### src/hw/rtl/fehu_queue.sv
// ----------------------------------------------------------------------------
// fehu_queue: short FIFO between the front and back ends
// The head entry stays put until it is popped.
// ----------------------------------------------------------------------------
module fehu_queue #(
  parameter int WIDTH = 8,
  parameter int DEPTH = 2,
  localparam int PW = $clog2(DEPTH),
  localparam int CNTW = $clog2(DEPTH + 1)
) (
  input  logic             clk_i,
  input  logic             rst_ni,
  input  logic             push_i,
  input  logic [WIDTH-1:0] data_i,
  output logic             full_o,
  input  logic             pop_i,
  output logic             empty_o,
  output logic [WIDTH-1:0] data_o
);

  logic [WIDTH-1:0] slot_q [DEPTH];
  logic [PW-1:0]    wr_ptr_q, wr_ptr_d;
  logic [PW-1:0]    rd_ptr_q, rd_ptr_d;
  logic [CNTW-1:0]  count_q, count_d;
  logic             do_push, do_pop;

  assign full_o  = (count_q == CNTW'(DEPTH));
  assign empty_o = (count_q == '0);
  assign data_o  = slot_q[rd_ptr_q];

  assign do_push = push_i && !full_o;
  assign do_pop  = pop_i && !empty_o;

  always_comb begin
    wr_ptr_d = wr_ptr_q;
    rd_ptr_d = rd_ptr_q;
    count_d  = count_q;
    if (do_push) begin
      wr_ptr_d = (wr_ptr_q == PW'(DEPTH - 1)) ? '0 : wr_ptr_q + PW'(1);
    end
    if (do_pop) begin
      rd_ptr_d = (rd_ptr_q == PW'(DEPTH - 1)) ? '0 : rd_ptr_q + PW'(1);
    end
    if (do_push && !do_pop) begin
      count_d = count_q + CNTW'(1);
    end else if (do_pop && !do_push) begin
      count_d = count_q - CNTW'(1);
    end
  end

  always_ff @(posedge clk_i or negedge rst_ni) begin
    if (!rst_ni) begin
      wr_ptr_q <= '0;
      rd_ptr_q <= '0;
      count_q  <= '0;
    end else begin
      wr_ptr_q <= wr_ptr_d;
      rd_ptr_q <= rd_ptr_d;
      count_q  <= count_d;
    end
  end

  always_ff @(posedge clk_i) begin
    if (do_push) begin
      slot_q[wr_ptr_q] <= data_i;
    end
  end

endmodule

### config.mk
export PLATFORM = sky130hd
export DESIGN_NAME = fehu_queue
export DESIGN_NICKNAME = d
export VERILOG_FILES = /design/src/hw/rtl/fehu_queue.sv
export SDC_FILE = /design/constraint.sdc
export NUM_CORES = 1
export LEC_CHECK = 0
export ABC_AREA = 1
export BUFFER_PORTS_ARGS = -buffer_cell sky130_fd_sc_hd__buf_2
export CORE_MARGIN = 4
export CORE_UTILIZATION = 48
export CTS_CLUSTER_SIZE = 24
export DETAILED_ROUTE_END_ITERATION = 7
export PLACE_DENSITY_LB_ADDON = 0.08
export SETUP_SLACK_MARGIN = 0.15
export SLEW_MARGIN = 30
export SYNTH_ARGS = -nofsm -noshare
export SYNTH_HDL_FRONTEND = slang
export SYNTH_SLANG_ARGS = --single-unit
### constraint.sdc
create_clock -name clk_i -period 1.9 [get_ports clk_i]
set_clock_uncertainty 0.1 [all_clocks]
set_input_delay 0.19 -clock clk_i [delete_from_list [all_inputs] [get_ports clk_i]]
set_output_delay 0.19 -clock clk_i [all_outputs]
set_load 0.01 [all_outputs]
==> metrics.yaml <==
cp_data_required_time_ns: 1.61
root_buffer: "clkbuf_4"
reg2reg_from: "count_q[0]$_DFFE_PN0P_"
coreArea_um2: 1541
synth_ff_type: "edfxtp_1"
synth-seq-cells: 20
drive_above_1_share_pct: 27.78
cts_tree: "done"
ff2ff_setup_slack_ns: 0.42
p_per_area_nw_per_um2: 1447
track_usage_pct: 13.21
worst_pin_slew_ns: 0.3581
route.detailed.drc: 0
crit_arrival_ns: 1.29
grt_overflow_total: 0
timing.rr.end: "count_q[1]$_DFFE_PN0P_"
synthTopCellsByArea: "edfxtp_1 (59%), nand2_1 (15%), dfrtp_1 (12%)"
n_antenna_cell: 0
cp-start-kind: "flop"
cts_max_path_buffers: 2
clkSinkCount: 20
avgSynthCellArea_um2: 11.09
cp_cell_sequence: "inv_2 > nand2_1 > nand2_1 > buf_2"
io_buffer_count: 21
fmax_mhz: 631.3
ys_warn_count: 0
firstDrtPassIters: 2
worst-r2r-cell-count: 6
seq_area_um2: 580.6
ys_seq_area_share_pct: 71.72
grt_pass1_vias: 543
yosysTopAreaCellShare_pct: 59.35
synth_top_area_cell: "edfxtp_1"
fillers: 116
slew_viol_final: 0
critPathKind: "reg2out"
grt_pass1_wl_um: 2408
yosys-top-cells-count: "nand2_1 (33), edfxtp_1 (16), inv_1 (7)"
clk_pin_slew_ns: 0.11
hold_violations: 0
path_max_fanout: 10
dr_wl_met3_um: 79
relSlewSlack_pct: 76.13
holdWs_ns: 0.02813
syn_nets: 86
clk_latency_ns: 0.30
die_w_um: 49.07
async_reset_ff_share_pct: 20.00
antenna_found_initial: 0
ys_types: 14
ant_nets: 0
grt_max_degree: 13
syn_area_um2: 809.5
worstHoldStart: "pop_i"
min_to: "rd_ptr_q$_DFFE_PN0P_"
holdPathStages: 3
syn_inst: 73
route.met2.wl_um: 687
cp.buffers_inverters: 2
critical_path.endpoint_type: "primary output"
fin_nets: 122
synth.most_common_cell: "nand2_1"
vias: 588
area_delta_synth_final_pct: 34.31
peakVddDrop_v: 0.001022
drv_cap: 0
rows: 14
cts_inserted_buffers: 3
fin_setup_tns_ns: 0
setup_viol: 0
critPathMaxStageDelay_ns: 0.57
highest_layer: "met4"
htreeDepth: 1
power.leakage_nw: 0.5207
hp-class: "in2reg"
synth_edf_count: 16
path_delay_family: "flip-flops"
multiInputGateArea_um2: 193.9
vias_per_cell: 4.742
slowest_stage: "dfrtp_1"
postCtsSetupBuffers: 0
ios: 22
initial_core_util_pct: 52.52
routedWlPerCell_um: 11.56
drt_iter0_markers: 4
cts-resized-gates: 0
die_height_um: 49.07
fin_crit_sh_pct: 83.37
drt_wl_total_um: 1434
status: "completed"
rsz0062_at_grt: "no"
gp_congestion: 0.7635
die-area_um2: 2407
post-dp-hpwl_um: 978.9
fin_crit_ns: 1.584
wl_met1_um: 638
cpMostUsedCell: "nand2_1"
## final cells by class
type	count	share of cell area, %
Sequential cell	20	53.39
Timing Repair Buffer	32	19.33
Multi-Input combinational cell	44	17.84
Clock inverter	1	2.762
Inverter	8	2.762
Clock buffer	3	2.071
Tap cell	16	1.841
## report_power, final
part           total, mW  switching (mW)  internal (mW)
Sequential         0.694          0.0860          0.608
Clock              0.344           0.131          0.213
Combinational      0.535           0.313          0.222
## per-layer routing
| metal | track usage (%) | vias to the layer above |
|---|---|---|
| li1 | - | 302 |
| met1 | 16.33 | 267 |
| met2 | 21.03 | 15 |
| met3 | 3.364 | 4 |
| met4 | 6.726 | 0 |
| met5 | 0 | - |
## cells by family after synthesis
group | synth area share, %
compound gates | 1.237
simple gates | 20.09
flops | 71.72
fa+ha+maj | 1.545
buf+inv | 4.327
xor+xnor | 1.082
## worst min-delay path, delay by kind of cell
| kind | cells | cell delay, ns |
|---|---|---|
| buf+inv | 1 | 0.09 |
| simple gates | 2 | 0.13 |
## cell usage in the layout, fill, tap and decap left out
cell           instances
inv_1                  7
nand4_1                1
nor2_1                 2
ha_1                   1
xnor2_1                1
nand3b_1               1
edfxtp_1              16
bufinv_16              1
nand3_1                1
clkbuf_4               3
buf_2                 21
dlygate4sd3_1          9
inv_2                  1
dfrtp_1                4
nand2_1               33
buf_4                  2
nor2_2                 2
o21ai_0                2
## sequential cells by signal, summed over array words and instances (netlist names)
signal,count
wr_ptr_q,1
count_q,2
slot_q,16
rd_ptr_q,1
## through the flow
| step | setup WS (ns) | utilization, % | cell area (um2) | cells | power, mW |
|---|---|---|---|---|---|
| after detailed placement | 0.4324 | 61.28 | 944.7 | 111 | 1.234 |
| after global routing | 0.1888 | 70.54 | 1087 | 124 | 1.705 |
| after floorplan | 0.4784 | - | 809.5 | 73 | 1.031 |
| after CTS | 0.2804 | 70.54 | 1087 | 124 | 1.595 |
| final | 0.3160 | 70.54 | 1087 | 124 | 1.573 |
| after global placement | 0.4122 | 61.28 | 944.7 | 111 | 1.224 |
## repair_timing
item / 4_1_cts / 5_1_grt
endpoints found under the setup margin: 0 / 0
hold buffers: 9 / 0
endpoints found under the hold margin: 20 / 0
## worst max path at each step
stage / from / end / cells after the start
CTS: rd_ptr_q$_DFFE_PN0P_ / data_o[0] / 4
global route: rd_ptr_q$_DFFE_PN0P_ / data_o[1] / 4
floorplan: count_q[1]$_DFFE_PN0P_ / slot_q[1][0]$_DFFE_PP_ / 3
global placement: count_q[0]$_DFFE_PN0P_ / count_q[1]$_DFFE_PN0P_ / 6
finish: rd_ptr_q$_DFFE_PN0P_ / data_o[1] / 4
detailed placement: count_q[0]$_DFFE_PN0P_ / count_q[1]$_DFFE_PN0P_ / 6
Power figures use the tool's default switching activity.
