<file path="src/hw/rtl/fehu_pkg.sv">
// ----------------------------------------------------------------------------
// fehu_pkg: shared types for the fire heat update block
// Command codes of the input beat and the item classes that the front end
// hands to the back end.
// ----------------------------------------------------------------------------
package fehu_pkg;

  localparam int HEAT_W = 8;

  typedef enum logic {
    CMD_SEED   = 1'b0,
    CMD_UPDATE = 1'b1
  } cmd_e;

  // Class of an item once its coordinates have been checked.
  typedef enum logic [1:0] {
    KIND_BAD    = 2'd0,
    KIND_SEED   = 2'd1,
    KIND_READ   = 2'd2,
    KIND_UPDATE = 2'd3
  } kind_e;

endpackage

</file>
<file path="src/hw/rtl/fehu_front.sv">
// ----------------------------------------------------------------------------
// fehu_front: input handshake and item classification
// Checks coordinates, works out the wrapped neighbor coordinates and pushes
// one classified entry per accepted beat into the queue.
// ----------------------------------------------------------------------------
module fehu_front import fehu_pkg::*; #(
  parameter int GRID_WIDTH  = 800,
  parameter int GRID_HEIGHT = 600,
  localparam int CW = $clog2(GRID_WIDTH),
  localparam int RW = $clog2(GRID_HEIGHT),
  localparam int EW = $bits(kind_e) + 3 * CW + 3 * RW + HEAT_W
) (
  input  logic              in_valid_i,
  output logic              in_ready_o,
  input  logic              cmd_i,
  input  logic [9:0]        col_i,
  input  logic [9:0]        row_i,
  input  logic [HEAT_W-1:0] seed_heat_i,
  input  logic              q_full_i,
  input  logic              clearing_i,
  output logic              q_push_o,
  output logic [EW-1:0]     q_entry_o
);

  typedef struct packed {
    kind_e             kind;
    logic [CW-1:0]     col;
    logic [CW-1:0]     col_l;
    logic [CW-1:0]     col_r;
    logic [RW-1:0]     row;
    logic [RW-1:0]     row_1;
    logic [RW-1:0]     row_2;
    logic [HEAT_W-1:0] seed_heat;
  } entry_t;

  entry_t        entry;
  logic          col_ok, row_ok;
  logic [CW-1:0] col;
  logic [RW-1:0] row;

  assign col_ok = (32'(col_i) < GRID_WIDTH);
  assign row_ok = (32'(row_i) < GRID_HEIGHT);
  assign col    = CW'(32'(col_i));
  assign row    = RW'(32'(row_i));

  always_comb begin
    entry.col       = col;
    entry.col_r     = (col == CW'(GRID_WIDTH - 1)) ? '0 : col + CW'(1);
    entry.col_l     = (col == '0) ? CW'(GRID_WIDTH - 1) : col - CW'(1);
    entry.row       = row;
    entry.row_1     = (row == RW'(GRID_HEIGHT - 1)) ? '0 : row + RW'(1);
    entry.row_2     = (row == RW'(GRID_HEIGHT - 2)) ? '0 :
                      (row == RW'(GRID_HEIGHT - 1)) ? RW'(1) : row + RW'(2);
    entry.seed_heat = seed_heat_i;

    if (!col_ok || (cmd_i == CMD_UPDATE && !row_ok)) begin
      entry.kind = KIND_BAD;
    end else if (cmd_i == CMD_SEED) begin
      // A seed always lands on the bottom row, whatever the row field says.
      entry.kind = KIND_SEED;
      entry.row  = RW'(GRID_HEIGHT - 1);
    end else if (row == RW'(GRID_HEIGHT - 1)) begin
      entry.kind = KIND_READ;
    end else begin
      entry.kind = KIND_UPDATE;
    end
  end

  assign in_ready_o = !q_full_i && !clearing_i;
  assign q_push_o   = in_valid_i && in_ready_o;
  assign q_entry_o  = entry;

endmodule

</file>
<file path="config.mk">
export PLATFORM = sky130hd
export DESIGN_NAME = fehu_front
export DESIGN_NICKNAME = d
export VERILOG_FILES = /design/src/hw/rtl/fehu_pkg.sv /design/src/hw/rtl/fehu_front.sv
export SDC_FILE = /design/constraint.sdc
export NUM_CORES = 1
export LEC_CHECK = 0
export ABC_AREA = 0
export BUFFER_PORTS_ARGS = -buffer_cell sky130_fd_sc_hd__buf_4
export CAP_MARGIN = 20
export CORE_UTILIZATION = 40
export DETAILED_ROUTE_END_ITERATION = 16
export GPL_TIMING_DRIVEN = 0
export PLACE_DENSITY = 0.83
export SYNTH_ARGS = -nofsm -noshare
export SYNTH_HDL_FRONTEND = slang
export SYNTH_SLANG_ARGS = --single-unit
</file>
<file path="constraint.sdc">
create_clock -name vclk -period 2.8
set_input_delay 0.42 -clock vclk [all_inputs]
set_output_delay 0.42 -clock vclk [all_outputs]
set_load 0.01 [all_outputs]
</file>
==> metrics, run 1 <==
num ports around 100; # diodes 0; initial drt markers 54; Slew HR between 60% and 70%; Setup violations, final 0; # resized after CTS 0; Crit Path Class input pin to output port; period utilization roughly 89%; Final ANT Viol Nets 0; GP Congestion 0.785; Final Hold Vio Count 0; crit end category output port; hold_ws 1.02 ns; Via density between 5 and 6; yosys warns 0; dpl hpwl just under 3 mm; num sequential 0; PD cells 164 nW/µm²; final-layout clock buffer total 0; syn avg cell area 6.39 µm²; largest net degree at the start of global routing 11; CORE AREA 2760 µm²; status completed; top cells by area in the synthesized netlist buf_4 (12%), xor2_1 (8.2%), xnor2_1 (6.0%); average routed wire per standard cell 12.0 µm; Die H 56.1 µm; Worst EP arrival 2.08 ns; # nets final about 310; max-cap viol count 0; # rows 19; FF/Latch Area 0 µm²; Filler cells roughly 250; first-pass GRT wire length approximately 5.6 mm; wirelength, routed 3.60 mm; Post-CTS Setup Bufs 0; register area share after synthesis 0%; Post-CTS Hold Buffers 0; via count 1588; peak supply drop between 0.0001 and 0.00015 V; GR Overflow Total 0; die area roughly 3100 µm²; fmax roughly 0.4 GHz; Synth top area share a little under an eighth; most frequent cells after synthesis buf_4 (18), nor2_1 (15), clkbuf_1 (13), nand2_1 (13), xor2_1 (11); area grow syn2layout 58.5%; Slew Limit Fails 0; critical path required time approximately 2.4 ns; vias in the first global route approximately 1300; Port Buffer Count 87; net count after synthesis 220; final core occ 67.2%; Critical Path Source Type input pin; Initial Util between 40 and 50%; Slew @ Worst Pin between 0.5 and 0.6 ns; Syn Inst Count between 150 and 200; Leakage approximately 0.87 nW; antenna violations before repair 0; DRC errors left 0; most common cell in the netlist buf_4; TNS Setup 0 ns; Crit Path Max Fanout 14; die extent in x 56.1 µm; Pre-antenna DRT Iters 4; Synth area leader buf_4; Unique masters post-synth 37; min cycle time layout between 2 and 3 ns; Total GRT Usage 20.7%; ratio of cells with drive above 1 in the final layout 45.1%; post-synthesis cell area 1170 µm²; RSZ-0062 raised after global routing false; Min-Delay Path Class input pin to output port
## final timing paths
path / start / endpoint / slack (ns) / cells after the start
setup / recovery: col_i[0] / q_entry_o[54] / 0.30 / 8
hold / removal: seed_heat_i[5] / q_entry_o[5] / 1.02 / 2
## final cells by class
cell class                 count  area (µm²)  area share, %
multi-input combinational    139         926           49.9
timing repair buffer          87         653           35.2
buffer                        33         203           10.9
tap                           31        38.8           2.09
inverter                       9        33.8           1.82
## per-layer routing
metal	wire length, µm	up-vias	GRT usage [%]
li1	-	791	-
met1	1450	715	24.8
met2	1760	82	39.5
met3	390	0	4.19
met4	0	0	0.697
met5	0	-	0
## placed cells by master, fill, tap and decap left out, drive strengths merged, types with 3 or more instances in the layout
| cell type | Yosys | routed |
|---|---|---|
| nor2b | 6 | 6 |
| a21oi | 9 | 9 |
| xnor2 | 8 | 8 |
| o31ai | 3 | 3 |
| ha | 5 | 5 |
| xor2 | 11 | 11 |
| o21ai | 8 | 8 |
| nor3 | 8 | 8 |
| nor2 | 15 | 15 |
| nand3 | 6 | 6 |
| or2 | 6 | 6 |
| clkbuf | 13 | 11 |
| nand2 | 13 | 13 |
| buf | 22 | 109 |
| or4 | 3 | 3 |
| nand4 | 8 | 8 |
| or3 | 11 | 11 |
| inv | 9 | 9 |
## through the flow
step	power, mW	area [µm²]	std cells	setup WS (ns)
final	0.305	1850	299	0.296
after global routing	0.327	1850	299	0.122
after CTS	0.306	1860	301	0.0812
after detailed placement	0.305	1860	301	0.0866
after global placement	0.302	1860	301	0.0960
after floorplan	0.160	1170	183	0.432
## power breakdown
| part | total [mW] | internal (mW) | switching [mW] |
|---|---|---|---|
| clock | 0 | 0 | 0 |
| combinational | 0.305 | 0.155 | 0.150 |
| sequential | 0 | 0 | 0 |
| total | 0.305 | 0.155 | 0.150 |
## logic make-up (layout without fill, tap and decap cells)
group                    after synthesis  after routing  synth area share [%]
adder cells (fa/ha/maj)                5              5                  5.35
XOR/XNOR                              19             19                  14.2
buffers and inverters                 44            129                  20.9
AND/OR/NAND/NOR                       84             84                  42.4
AO/OA/AOI/OAI                         31             31                  17.2
## worst max-delay path: stages
cell     delay (ns)
buf_4          0.16
inv_1          0.06
ha_1           0.19
or4b_1         0.43
buf_2          0.17
or3_1          0.31
a21oi_1        0.19
buf_4          0.15
(Power assumes the default switching activity.)
==> run 2: changes to the inputs <==
--- a/config.mk
+++ b/config.mk
@@ -8,10 +8,10 @@
 export ABC_AREA = 0
 export BUFFER_PORTS_ARGS = -buffer_cell sky130_fd_sc_hd__buf_4
 export CAP_MARGIN = 20
-export CORE_UTILIZATION = 40
+export CORE_UTILIZATION = 36
 export DETAILED_ROUTE_END_ITERATION = 16
 export GPL_TIMING_DRIVEN = 0
-export PLACE_DENSITY = 0.83
+export PLACE_DENSITY = 0.78
 export SYNTH_ARGS = -nofsm -noshare
 export SYNTH_HDL_FRONTEND = slang
 export SYNTH_SLANG_ARGS = --single-unit
==> constraint.sdc (replaced) <==
create_clock -name vclk -period 2.1
set_input_delay 0.315 -clock vclk [all_inputs]
set_output_delay 0.315 -clock vclk [all_outputs]
set_load 0.01 [all_outputs]
==> run 2 against run 1 <==
Net effect:
- global-route usage hardly changed
- flip-flop and latch count stayed put
- total power is 44% higher
- critical path depth is 1 lower
- die area is 11% higher
- clock-buffer cell count stayed put
- combinational power is 44% higher
- worst hold slack worse by 0.21 ns
- critical path type unchanged
- largest cell class unchanged
- largest power group unchanged
==> metrics, run 2 (same netlist as run 1, synthesis figures left out) <==
fmax just under 0.5 GHz; largest net degree at the start of global routing 13 (+2); pre-CTS WS -0.312 ns (-0.399 ns); clock network fraction of design power 0% (unchanged); power share of the combinational group 100.0% (about the same); area grow syn2layout 75.7%; initial drt markers 48 (-11%); Total GRT Usage 20.7% (+0.048 points); Critical Path Source Type input pin; Leakage 0.950 nW (+8.9%); Via density 5.04 (-5.1%); Worst Hold Path EP q_entry_o[0]; num ports 104 (unchanged); Psw 0.212 mW (+41%); switch share 48.3% (-0.79 points); Power Internal 0.226 mW (+46%); slowest stage cell, crit path or4b_4; Initial Util 38.0% (-4.4 points); status completed; die extent in x 59.0 µm (+5.2%); critical path required time 1.78 ns (-0.60 ns); ratio of cells with drive above 1 in the final layout 53.8% (+8.7 points); # nets final 314 (+2.3%); final core occ 66.8% (-0.45 points); fin area 2060 µm² (+11%); Slew @ Worst Pin 0.517 ns (+0.0115 ns); Placed Area 1880 µm² (+1.1%); first-pass GRT wire length 5.87 mm (+4.9%); Finished Layout Cells 319 (+6.7%); vias in the first global route 1337 (+5.4%); DRC errors left 0 (unchanged); Crit Path Class input pin to output port; Worst Hold Depth 2 (unchanged); Crit Path Max Fanout 12 (-2); average routed wire per standard cell 12.5 µm (+4.3%); leading cell types in the layout, fill and taps excluded buf_4 (110), nor2_1 (14), xor2_1 (11); slowest stage delay, CP 0.50 ns (+0.07 ns); Port Buffer Count 87 (unchanged); Slew HR 65.6% (-0.66 points); Setup crit start col_i[1]; dpl hpwl 2.82 mm (-3.0%); Slew Limit Fails 0 (unchanged); Die H 59.0 µm (+5.2%); Post-CTS Hold Buffers 0 (unchanged); min cycle time layout between 2 and 2.5 ns; Min-Delay Path Class input pin to output port; Pre-antenna DRT Iters 4 (unchanged); final worst slack 0.0208 ns (-0.275 ns); GR Overflow Total 0 (unchanged); peak supply drop 0.000135 V (+15%); CORE AREA 3080 µm² (+12%); PD cells 213 nW/µm² (+30%); Final ANT Viol Nets 0 (unchanged); period utilization between 90 and 100%; via count 1607 (+1.2%); share of power burned in registers 0% (unchanged); hold path startpoint seed_heat_i[0]; CP cell instances buf_12, clkinv_8, ha_4, or4b_4, or3_4, a21oi_2, buf_4; # rows 20 (+1); die area 3480 µm² (+11%); antenna violations before repair 0 (unchanged); final-layout clock buffer total 0 (unchanged); max-cap viol count 0 (unchanged); Setup violations, final 0 (unchanged); commonest non-fill, non-tap cell in the layout buf_4; Cells after DPL 314 (+4.3%); RSZ-0062 raised after global routing true; # diodes 0 (unchanged); Final Hold Vio Count 0 (unchanged); wirelength, routed 4.00 mm (+11%); GP Congestion 0.850 (+8.3%); Worst EP arrival 1.76 ns (-0.32 ns); crit end category output port; num sequential 0 (unchanged); FF/Latch Area 0 µm² (unchanged)
==> run 2: timing repair <==
| action | 4_1_cts | 5_1_grt |
|---|---|---|
| resized for setup | 21 | 20 |
| pin swaps | 8 | 4 |
| setup buffers | 8 | 1 |
| setup endpoints to repair | 10 | 20 |
==> run 2: per-layer routing <==
metal | vias to the layer above | wire length (µm) | GRT usage [%]
li1 | 815 | - | -
met1 | 712 | 1560 | 24.1
met2 | 75 | 2080 | 40.7
met3 | 5 | 335 | 2.84
met4 | 0 | 25 | 2.38
met5 | - | 0 | 0
==> run 2: power by group through the flow <==
stage / clock (mW) / combinational [mW] / sequential, mW
final: 0 / 0.438 / 0
after global placement: 0 / 0.401 / 0
after CTS: 0 / 0.426 / 0
after detailed placement: 0 / 0.405 / 0
after global routing: 0 / 0.473 / 0
after floorplan: 0 / 0.214 / 0
==> run 2: worst max-delay path, delay by kind of cell <==
family	cells	cell delay, ns
buffers and inverters	3	0.29
adder cells (fa/ha/maj)	1	0.12
AND/OR/NAND/NOR	2	0.89
AO/OA/AOI/OAI	1	0.13
==> run 2: area by class of cell <==
class / instances / area, µm²
Buffer: 31 / 199
Fill cell: 298 / 1020
Inverter: 9 / 48.8
Multi-Input combinational cell: 139 / 1000
Tap cell: 44 / 55.1
Timing Repair Buffer: 96 / 752
==> run 2: how the worst max path moves through the flow <==
stage | endpoint | slack [ns] | cells past startpoint
2_1_floorplan | q_entry_o[54] | 0.0007 | 7
3_3_place_gp | q_entry_o[55] | -0.34 | 9
3_5_place_dp | q_entry_o[53] | -0.31 | 9
4_1_cts | q_entry_o[54] | -0.12 | 9
5_1_grt | q_entry_o[54] | -0.008 | 7
6_report | q_entry_o[54] | 0.02 | 7
==> run 2: through the flow <==
step / TNS [ns] / power [mW] / hold WS [ns]
floorplan: 0 / 0.214 / 0.677
detailed placement: -2.15 / 0.405 / 0.807
finish: 0 / 0.438 / 0.806
CTS: -0.260 / 0.426 / 0.807
global route: -0.00837 / 0.473 / 0.809
global placement: -2.21 / 0.401 / 0.806
==> run 3: changes to the inputs <==
--- a/config.mk
+++ b/config.mk
@@ -11,7 +11,7 @@
 export CORE_UTILIZATION = 36
 export DETAILED_ROUTE_END_ITERATION = 16
 export GPL_TIMING_DRIVEN = 0
-export PLACE_DENSITY = 0.78
+export PLACE_DENSITY = 0.92
 export SYNTH_ARGS = -nofsm -noshare
 export SYNTH_HDL_FRONTEND = slang
 export SYNTH_SLANG_ARGS = --single-unit
==> run 3 against run 2 <==
Net effect:
- the flow now finishes with violations (setup timing)
- design area is 1.5% lower
- global-route usage is 2.6 points higher
- worst hold slack hardly changed
- via count is 3.9% higher
- largest cell class unchanged
- largest power group unchanged
==> metrics, run 3 (same netlist as run 1, synthesis figures left out) <==
clock network fraction of design power 0% (unchanged); met1 global-route usage 25.4% (+1.3 points); die area 3480 µm² (unchanged); Crit path top cell by count buf_8; average routed wire per standard cell 13.4 µm (+6.7%); GP Congestion 0.867 (+2.1%); antenna violations before repair 0 (unchanged); GR Overflow Total 0 (unchanged); WP buf/inv 4 (+1); Psw 0.214 mW (+0.94%); Placed Area 1880 µm² (unchanged); max-cap viol count 0 (unchanged); failing checks setup timing; worst setup path end q_entry_o[54]; num ports 104 (unchanged); # rows 20 (unchanged); fin area 2020 µm² (-1.5%); Final ANT Viol Nets 0 (unchanged); critical path depth 8 (+1); switch share 48.8% (+0.43 points); Crit Path Class input pin to output port; Min-Delay Path Class input pin to output port; met3 Usage GRT 2.40% (-0.44 points); PD cells 216 nW/µm² (+1.6%); slowest stage cell, crit path or4b_4; initial drt markers 99 (+110%); share of power burned in registers 0% (unchanged); Most Used Layer, Global Route met2; via count 1669 (+3.9%); slowest stage delay, CP 0.52 ns (+0.02 ns); final worst slack -0.0700 ns (-0.0909 ns); Post-CTS Hold Buffers 0 (unchanged); Crit Path Max Fanout 6 (-6); peak supply drop 0.000129 V (-4.1%); Leakage 0.935 nW (-1.6%); pre-CTS WS -0.308 ns (+0.00417 ns); RSZ-0062 raised after global routing true; final-layout clock buffer total 0 (unchanged); # diodes 0 (unchanged); crit end category output port; Critical Path Source Type input pin; largest net degree at the start of global routing 13 (unchanged); dpl hpwl 3.04 mm (+7.5%); num sequential 0 (unchanged); Initial Util 38.0% (unchanged); wirelength, routed 4.26 mm (+6.3%); vias in the first global route 1449 (+8.4%); CP cell instances buf_8, buf_8, inv_4, ha_4, or4b_4, or3_4, a21oi_2, buf_4; area grow syn2layout 73.0%; Filler cells 275 (-7.7%); cell family with most CP delay simple AND/OR/NAND/NOR gates; ratio of cells with drive above 1 in the final layout 52.9% (-0.90 points); leading cell types in the layout, fill and taps excluded buf_4 (108), nor2_1 (14), xor2_1 (11); # nets final 313 (-0.32%); period utilization 103% (+4.3 points); Slew @ Worst Pin 0.443 ns (-0.0736 ns); Via density 5.25 (+4.2%); power share of the combinational group 100.0% (about the same); fmax 0.461 GHz (-4.2%); status complete, but fails checks; Pre-antenna DRT Iters 4 (unchanged); Slew HR 70.5% (+4.9 points); first-pass GRT wire length 6.49 mm (+11%); Port Buffer Count 87 (unchanged); die extent in x 59.0 µm (unchanged); Tot Pwr 0.438 mW (about the same); Die H 59.0 µm (unchanged); hold_ws 0.806 ns (+0.000193 ns); Power Internal 0.224 mW (-0.80%); Final Hold Vio Count 0 (unchanged); Slew Limit Fails 0 (unchanged); DRC errors left 0 (unchanged); min cycle time layout 2.17 ns (+0.0909 ns); met2 usage 47.9% (+7.1 points); commonest non-fill, non-tap cell in the layout buf_4; CORE AREA 3080 µm² (unchanged); Setup violations, final 4 (+4); critical path required time 1.78 ns (about the same); Total GRT Usage 23.3% (+2.6 points); FF/Latch Area 0 µm² (unchanged); Setup crit start col_i[0]; Worst EP arrival 1.86 ns (+0.10 ns)
run 3: cell types whose count changed in the layout (fill, tap and decap cells not counted), sizes merged:
cell | before | now
buf | 118 | 116
clkbuf | 9 | 10
clkinv | 1 | 0
inv | 8 | 9
run 3: layout make-up:
| cell class | instances | area, µm² | area share, % |
|---|---|---|---|
| plain buffers | 31 | 210 | 10.4 |
| inverters | 9 | 38.8 | 1.92 |
| multi-input cells | 139 | 985 | 48.6 |
| well taps | 44 | 55.1 | 2.72 |
| repair buffers | 95 | 736 | 36.3 |
run 3: routing by layer:
metal	wire, µm	vias to the layer above
met1	1520	766
met3	346	9
met5	0	-
met4	76	0
met2	2320	86
li1	-	808
run 3: how the worst min path moves through the flow:
| stage | startpoint | endpoint | slack [ns] | cells after the start |
|---|---|---|---|---|
| 4_1_cts | seed_heat_i[0] | q_entry_o[0] | 0.81 | 2 |
| 5_1_grt | seed_heat_i[6] | q_entry_o[6] | 0.81 | 2 |
| 6_report | seed_heat_i[6] | q_entry_o[6] | 0.81 | 2 |
| 3_5_place_dp | seed_heat_i[0] | q_entry_o[0] | 0.81 | 2 |
| 3_3_place_gp | seed_heat_i[5] | q_entry_o[5] | 0.81 | 2 |
| 2_1_floorplan | q_full_i | in_ready_o | 0.68 | 1 |
run 3: power by group through the flow:
| stage | Sequential, mW | Combinational [mW] | Clock [mW] |
|---|---|---|---|
| 2_1_floorplan | 0 | 0.214 | 0 |
| 3_3_place_gp | 0 | 0.401 | 0 |
| 3_5_place_dp | 0 | 0.408 | 0 |
| 4_1_cts | 0 | 0.428 | 0 |
| 5_1_grt | 0 | 0.470 | 0 |
| 6_report | 0 | 0.438 | 0 |
run 3: timing repair:
item / 4_1_cts / 5_1_grt
setup endpoints to repair: 10 / 26
gates resized for setup: 21 / 12
hold endpoints to repair: 0 / 0
setup buffers: 8 / 0
pin swaps: 7 / 3
run 3: metrics by stage:
stage                     utilization, %  instances  setup TNS (ns)
after floorplan                        -        183               0
after global placement              61.2        314           -2.08
after detailed placement            61.2        314           -2.20
after CTS                           65.2        320          -0.270
after global routing                65.8        318          -0.352
final                               65.8        318          -0.156
